--- config.mk ---
export PLATFORM = sky130hd
export DESIGN_NAME = ppcb_ctrl
export DESIGN_NICKNAME = d
export VERILOG_FILES = /design/src/rtl/ppcb_pkg.sv /design/src/rtl/ppcb_ctrl.sv
export SDC_FILE = /design/constraint.sdc
export NUM_CORES = 1
export LEC_CHECK = 0
export BUFFER_PORTS_ARGS = -buffer_cell sky130_fd_sc_hd__buf_2
export CAP_MARGIN = 10
export CORE_AREA = 10 10 47 49
export CTS_CLUSTER_SIZE = 40
export DETAILED_ROUTE_END_ITERATION = 12
export DIE_AREA = 0 0 57 59
export HOLD_SLACK_MARGIN = 0.08
export PLACE_DENSITY = 0.4
export SETUP_SLACK_MARGIN = 0.4
export SYNTH_ARGS = -nofsm -noshare
export SYNTH_HDL_FRONTEND = slang
export SYNTH_SLANG_ARGS = --single-unit
--- constraint.sdc ---
create_clock -name clk -period 1.2 [get_ports clk]
set_input_delay 0.24 -clock clk [delete_from_list [all_inputs] [get_ports clk]]
set_output_delay 0.24 -clock clk [all_outputs]
set_load 0.05 [all_outputs]
--- src/rtl/ppcb_pkg.sv ---
// ============================================================================
// ppcb_pkg
// Shared widths, codes and controller/datapath interface types for the
// per-peer concurrency budget unit.
// ============================================================================
package ppcb_pkg;

    localparam int KEY_W      = 256;
    localparam int WORD_W     = 64;
    localparam int CNT_W      = 16;
    localparam int PEERS_W    = 5;
    localparam int SIZE_W     = 32;
    localparam int STATUS_W   = 3;
    localparam int CFG_IDX_W  = 3;
    localparam int CFG_DATA_W = 32;

    typedef logic [STATUS_W-1:0] status_t;

    localparam status_t ST_OK           = 3'd0;
    localparam status_t ST_BAD_CONFIG   = 3'd1;
    localparam status_t ST_REQUEST_BIG  = 3'd2;
    localparam status_t ST_RESPONSE_BIG = 3'd3;
    localparam status_t ST_TIMEOUT_BAD  = 3'd4;
    localparam status_t ST_CONCURRENCY  = 3'd5;
    localparam status_t ST_PEER_LIMIT   = 3'd6;
    localparam status_t ST_NOT_HELD     = 3'd7;

    localparam logic KIND_ACQUIRE = 1'b0;
    localparam logic KIND_RELEASE = 1'b1;

    localparam logic [CFG_IDX_W-1:0] CFG_LIMIT_CONCURRENT     = 3'd0;
    localparam logic [CFG_IDX_W-1:0] CFG_LIMIT_PENDING_PEERS  = 3'd1;
    localparam logic [CFG_IDX_W-1:0] CFG_LIMIT_PER_PEER       = 3'd2;
    localparam logic [CFG_IDX_W-1:0] CFG_LIMIT_REQUEST_BYTES  = 3'd3;
    localparam logic [CFG_IDX_W-1:0] CFG_LIMIT_RESPONSE_BYTES = 3'd4;
    localparam logic [CFG_IDX_W-1:0] CFG_LIMIT_TIMEOUT_MS     = 3'd5;

    // controller -> datapath
    typedef struct packed {
        logic load;        // capture the input transaction
        logic check;       // latch the pre-check status
        logic scan_start;  // clear the slot scan
        logic scan_run;    // advance the slot scan
        logic commit;      // apply the decision to the slot table
        logic out_load;    // move the result into the output register
    } ppcb_cmd_t;

    // datapath -> controller
    typedef struct packed {
        logic pre_fail;    // a pre-check rejected the transaction
        logic scan_done;   // slot scan finished (hit or all slots seen)
    } ppcb_sts_t;

endpackage

--- src/rtl/ppcb_ctrl.sv ---
// ============================================================================
// ppcb_ctrl
// Sequencer: capture, pre-check, slot scan, commit, result hand-off.
// ============================================================================
module ppcb_ctrl
    import ppcb_pkg::*;
(
    input  logic      clk,
    input  logic      rst_n,
    input  logic      in_valid,
    output logic      in_ready,
    output logic      out_valid,
    input  logic      out_ready,
    output ppcb_cmd_t cmd,
    input  ppcb_sts_t sts
);

    typedef enum logic [2:0] {
        S_IDLE,
        S_CHECK,
        S_SCAN,
        S_COMMIT,
        S_FINISH
    } state_t;

    state_t state_reg, state_next;
    logic   out_valid_reg, out_valid_next;

    always_comb
    begin
        state_next = state_reg;
        cmd        = '0;
        unique case (state_reg)
            S_IDLE:
            begin
                if (in_valid)
                begin
                    cmd.load   = 1'b1;
                    state_next = S_CHECK;
                end
            end
            S_CHECK:
            begin
                cmd.check = 1'b1;
                if (sts.pre_fail)
                begin
                    state_next = S_FINISH;
                end
                else
                begin
                    cmd.scan_start = 1'b1;
                    state_next     = S_SCAN;
                end
            end
            S_SCAN:
            begin
                cmd.scan_run = 1'b1;
                if (sts.scan_done)
                begin
                    state_next = S_COMMIT;
                end
            end
            S_COMMIT:
            begin
                cmd.commit = 1'b1;
                state_next = S_FINISH;
            end
            S_FINISH:
            begin
                if (!out_valid_reg || out_ready)
                begin
                    cmd.out_load = 1'b1;
                    state_next   = S_IDLE;
                end
            end
            default:
            begin
                state_next = S_IDLE;
            end
        endcase
    end

    always_comb
    begin
        if (cmd.out_load)
            out_valid_next = 1'b1;
        else if (out_ready)
            out_valid_next = 1'b0;
        else
            out_valid_next = out_valid_reg;
    end

    always_ff @(posedge clk or negedge rst_n)
    begin
        if (!rst_n)
        begin
            state_reg     <= S_IDLE;
            out_valid_reg <= 1'b0;
        end
        else
        begin
            state_reg     <= state_next;
            out_valid_reg <= out_valid_next;
        end
    end

    assign in_ready  = (state_reg == S_IDLE);
    assign out_valid = out_valid_reg;

endmodule

==> metrics.txt, run 1 <==
outcome=complete, but fails checks; failing checks=setup timing; Finished Layout Cells=67; Worst setup SP type=flip-flop; initial antenna violation count=0; Max Slew Vio Count=0; Final ANT Viol Nets=0; RSZ-0062 raised after global routing=true; # DRC=0; P&R area growth vs syn=135%; synthesis-stage register bit count=4; GRT met3 Usage=4.51%; I/O Buffers=13; clock sink count=4; Sw Share=~46%; Logic pwr share=78.0%; Largest register FFs=3; worst-path maximum fanout=2; synth warn=0; P per Cell Area=3190 nW/um2; n_diodes=0; Die Y=59 um; Setup WS post-layout=-0.338 ns; top cell type's share of synthesized area=41.0%; worst hold-check path type=primary input to flip-flop; mapped cell area=244 um2; Synth Flop Type=dfrtp_1; CP max stage cell=or3b_4; largest cells by area after synthesis=dfrtp_1, nor3b_1, or3b_1; Final GP Congestion=0.667; Final Cycle Share=128%; slew margin rel.=88.3%; layout cells sized above 1=between 80% and 90%; Pre-antenna DRT Iters=1; delay-heaviest family, CP=simple AND/OR/NAND/NOR gates; Yosys cell types=16; clock-pin slew on the worst setup and hold paths=approximately 0.03 ns; Post-synth EDFFs=0; Syn Inst Count=25; setup clock skew after layout=0.00301 ns; Final Cell Area=approximately 570 um2; cell with the most instances after synthesis=dfrtp_1; final hold vios=0; via count=roughly 290; GRT busiest layer=met2; Flop pwr share=13.1%; clock share of power=9.0%; CP Data Arrival Time=1.30 ns; sequential area share after synthesis=41.0%; Detail Placement HPWL=593 um; Slew @ Worst Pin=0.171 ns; Root Driver=clkbuf_4; top cells by count, synth=dfrtp_1, nor3b_1; switching pwr=around 840 uW; Routed WL=863 um; FILL cells=147; Clock Latency Late Sink=approximately 0.23 ns; Starting Density=17.4%; Core Util, Final=approximately two fifths; core area=1400 um2; CTS tree=done; die area=3360 um2; CP cell instances=or3b_4 > nor2b_4 > buf_6; asr flop ratio synth=100%; # IOs=14; worst path bufs/invs=1; Synth area leader=dfrtp_1; Mapped Nets=31; largest net degree at the start of global routing=8; CP Capture Type=primary output; synthesized area per cell=9.76 um2; met2 Resource Use GR=7.60%; total power=1830 uW; Site Rows=14; Min Hold Slack=approximately 0.3 ns; maximum vdd ir drop=~1.2 mV; CP peak stage delay=between 0.4 and 0.5 ns; initial drt markers=0; H-tree levels=1; first-pass GRT wire length=about 1300 um; Worst Path Required=about 0.96 ns; GRT Residual Overflow=0; met1 Usage GRT=4.29%; vias in the first global route=317; # setup viols final=9; max cap viols=0; Avg WL per Cell=12.9 um; CTS max path bufs=2; GRT Total Usage=5.11%; internal power=990 uW; Die Wd=approximately 57 um; DR vias/cell=4.28; Achievable Freq=650 MHz; Nets=59; TritonCTS Buffers=3; Post-Place Cells=58; Leak=approximately 0.00027 uW; Period minus WS final=about 1.5 ns; Placed Area=400 um2; category of the most critical setup path=flip-flop to primary output
final timing paths:
check | startpoint | endpoint | slack, ns | cells after the start
worst max register to register | state_reg[1] | state_reg[1] | -0.06 | 4
worst min register to register | state_reg[0] | state_reg[0] | 0.59 | 2
worst max-delay path | state_reg[1] | cmd[0] | -0.34 | 3
worst min-delay path | sts[0] | state_reg[0] | 0.30 | 3
min in group asynchronous | rst_n | state_reg[2] | 0.34 | 2
max in group asynchronous | rst_n | state_reg[0] | 0.73 | 2
tightest hold or removal path, delay by kind of cell:
family        cells  cell delay, ns
buf+inv           1            0.08
mux               1            0.07
simple gates      1            0.09
stage by stage:
stage | setup TNS (ns) | worst slack (ns)
finish | -2.13 | -0.338
floorplan | -1.54 | -0.485
CTS | -2.11 | -0.377
global placement | -0.705 | -0.170
global route | -2.66 | -0.394
detailed placement | -0.755 | -0.182
cells in the final DEF, fill, tap and decap left out:
| master | synthesis | layout |
|---|---|---|
| buf_4 | 2 | 9 |
| or3b_4 | 0 | 1 |
| nor3_4 | 0 | 1 |
| nand2b_1 | 1 | 1 |
| mux2i_1 | 1 | 1 |
| o32ai_2 | 0 | 1 |
| clkbuf_4 | 0 | 3 |
| dlygate4sd3_1 | 0 | 1 |
| dfrtp_1 | 4 | 2 |
| nor2_1 | 1 | 1 |
| buf_2 | 0 | 5 |
| nor2b_4 | 0 | 2 |
| nor3b_2 | 0 | 2 |
| a21oi_2 | 0 | 1 |
| nor3b_4 | 0 | 1 |
| nor3_2 | 0 | 1 |
| and2_4 | 0 | 1 |
| buf_8 | 0 | 4 |
| or3b_1 | 2 | 1 |
| buf_6 | 1 | 7 |
| nand2_1 | 1 | 1 |
| dfrtp_2 | 0 | 2 |
| inv_1 | 1 | 1 |
| or2b_1 | 1 | 1 |
cell type report:
type,instances,area (um2),area share (%)
Sequential cell,4,103,17.9
Inverter,1,3.75,0.655
Timing Repair Buffer,26,241,42.1
Tap cell,16,20.0,3.49
Clock buffer,3,22.5,3.93
Multi-Input combinational cell,17,183,31.9
power groups by stage:
stage	sequential, uW	combinational [uW]	clock (uW)
2_1_floorplan	311	706	0
3_3_place_gp	226	1020	0
4_1_cts	236	1260	170
3_5_place_dp	227	1030	0
5_1_grt	245	1510	190
6_report	239	1420	164
routing by layer:
layer,part of all wire [%],wire (um)
met2,53,461
met4,2.2,19
met1,31,269
met5,0,0
met3,13,112
cell families (layout without fill, tap and decap cells):
family                 count (synthesis)  count (layout)  synth area share, %
AO/OA/AOI/OAI                          2               2                 5.64
buffers and inverters                  4              30                 12.3
flip-flops                             4               4                 41.0
multiplexers                           1               1                 4.10
AND/OR/NAND/NOR                       14              14                 36.9
timing repair:
| action | CTS | global route |
|---|---|---|
| hold buffers | 1 | 0 |
| gates resized for setup | 20 | 9 |
| setup endpoints to repair | 12 | 12 |
| hold endpoints to repair | 4 | 0 |
| setup buffers | 1 | 4 |
| pin swaps | 0 | 1 |
No activity file was read; power rests on OpenSTA's default activity.
==> run 2: changes to the inputs <==
==> constraint.sdc (replaced) <==
create_clock -name clk -period 1.2 [get_ports clk]
set_input_delay 0 -clock clk [delete_from_list [all_inputs] [get_ports clk]]
set_output_delay 0 -clock clk [all_outputs]
set_load 0.05 [all_outputs]
==> run 2 against run 1 <==
Compared with the run above: the run still ends with setup timing left; cell area grew 1.5%; final cell count is the same; first-iteration DRC count grew 2; critical path type unchanged; largest cell class unchanged; largest power group unchanged.
==> metrics.txt, run 2 (synthesized netlist as in run 1, its figures left out) <==
outcome=complete, but fails checks (unchanged); failing checks=setup timing (unchanged); Site Rows=14 (unchanged); category of the most critical setup path=flip-flop to primary output (unchanged); final hold vios=0 (unchanged); P per Cell Area=3250 nW/um2 (was 3190 nW/um2); worst hold-check path type=primary input to flip-flop (unchanged); Pre-antenna DRT Iters=2 (was 1); CP Capture Type=primary output (unchanged); worst-path maximum fanout=3 (was 2); Largest register FFs=3 (unchanged); layout cells sized above 1=76.5% (was 80.4%); die area=3360 um2 (unchanged); RSZ-0062 raised after global routing=true (unchanged); Achievable Freq=728 MHz (was 650 MHz); H-tree levels=1 (unchanged); P&R area growth vs syn=138% (was 135%); # IOs=14 (unchanged); I/O Buffers=13 (unchanged); most frequent cells in the layout=buf_6, buf_2, buf_8, buf_4 (was buf_4, buf_6, buf_2, buf_8, clkbuf_4); Final GP Congestion=0.664 (was 0.667); Clock Latency Late Sink=0.24 ns (was 0.23 ns); Max Slew Vio Count=0 (unchanged); Final ANT Viol Nets=0 (unchanged); Die Wd=57 um (unchanged); Avg WL per Cell=12.9 um (unchanged); Leak=0.000266 uW (was 0.000273 uW); n_diodes=0 (unchanged); Period minus WS final=1.37 ns (was 1.54 ns); # setup viols final=6 (was 9); Setup WS post-layout=-0.174 ns (was -0.338 ns); Worst Path Required=1.20 ns (was 0.96 ns); first-pass GRT wire length=1370 um (was 1320 um); clock-pin slew on the worst setup and hold paths=0.04 ns (was 0.03 ns); vias in the first global route=324 (was 317); GRT Total Usage=5.50% (was 5.11%); Slew @ Worst Pin=0.197 ns (was 0.171 ns); setup clock skew after layout=0.00694 ns (was 0.00301 ns); clock sink count=4 (unchanged); total power=1890 uW (was 1830 uW); Root Driver=clkbuf_4 (unchanged); Nets=58 (was 59); maximum vdd ir drop=2.36 mV (was 1.19 mV); CTS max path bufs=2 (unchanged); Starting Density=17.4% (unchanged); Die Y=59 um (unchanged); pre-CTS WS=0.0279 ns (was -0.182 ns); initial drt markers=2 (was 0); TritonCTS Buffers=3 (unchanged); CP Data Arrival Time=1.37 ns (was 1.30 ns); largest net degree at the start of global routing=8 (unchanged); Final Cycle Share=115% (was 128%); initial antenna violation count=0 (unchanged); # DRC=0 (unchanged); slew margin rel.=86.8% (was 88.3%); Detail Placement HPWL=601 um (was 593 um); commonest non-fill, non-tap cell in the layout=buf_6 (was buf_4); CTS tree=done (unchanged); DR vias/cell=4.18 (was 4.28); FILL cells=151 (was 147); max cap viols=0 (unchanged); Worst setup SP type=flip-flop (unchanged); Routed WL=863 um (unchanged); GRT Residual Overflow=0 (unchanged); via count=280 (was 287); core area=1400 um2 (unchanged)
run 2: changes by cell type in the layout (fill, tap and decap cells not counted), sizes merged:
cell	before	now
buf	25	24
clkbuf	3	4
run 2: stage by stage:
stage	cell area (um2)	TNS, ns	utilization, %	hold WS, ns	std cells
after global routing	582	-0.985	41.5	0.0937	67
after detailed placement	384	0	27.4	-0.192	56
after CTS	508	-0.530	36.3	0.0830	63
after global placement	384	0	27.4	-0.194	56
after floorplan	292	-0.357	-	-0.296	25
final	582	-0.680	41.5	0.0735	67
run 2: cell type report:
type / count / area [um2] / share of cell area (%)
repair buffers: 25 / 258 / 44.3
inverters: 1 / 3.75 / 0.645
clock buffers: 4 / 26.3 / 4.52
multi-input cells: 17 / 173 / 29.7
well taps: 16 / 20.0 / 3.44
flip-flops and latches: 4 / 101 / 17.4
run 2: report_power, final:
part	internal, uW	leakage [uW]	switching, uW
combinational	714	0.000200	751
clock	125	0.0000150	59.8
sequential	197	0.0000511	45.1
run 2: repair_timing:
action | CTS | global route
hold buffers | 1 | 0
endpoints found under the hold margin | 4 | 0
setup endpoints to repair | 12 | 12
pin swaps | 3 | 6
resized for setup | 22 | 9
setup buffers | 2 | 4
run 2: worst paths after layout:
check,cells after the start,start,slack [ns],to
min in group asynchronous,2,rst_n,0.09,state_reg[1]
max,3,state_reg[1],-0.17,cmd[0]
max in group asynchronous,2,rst_n,0.97,state_reg[0]
min reg2reg,2,out_valid,0.58,out_valid
max reg2reg,4,state_reg[1],-0.05,state_reg[2]
min,3,sts[0],0.07,state_reg[0]
run 2: routing by layer:
metal  up-vias  track usage, %  routed length [um]
li1        135               -                   -
met1       131            4.41                 279
met2        12            8.22                 467
met3         2            4.08                  94
met4         0            6.04                  22
met5         -               0                   0
run 2: worst max-delay path: stages, from the launching register on:
cell and delay (ns):
dfrtp_1 0.40, or3b_1 0.40, nor2b_1 0.15, buf_6 0.18
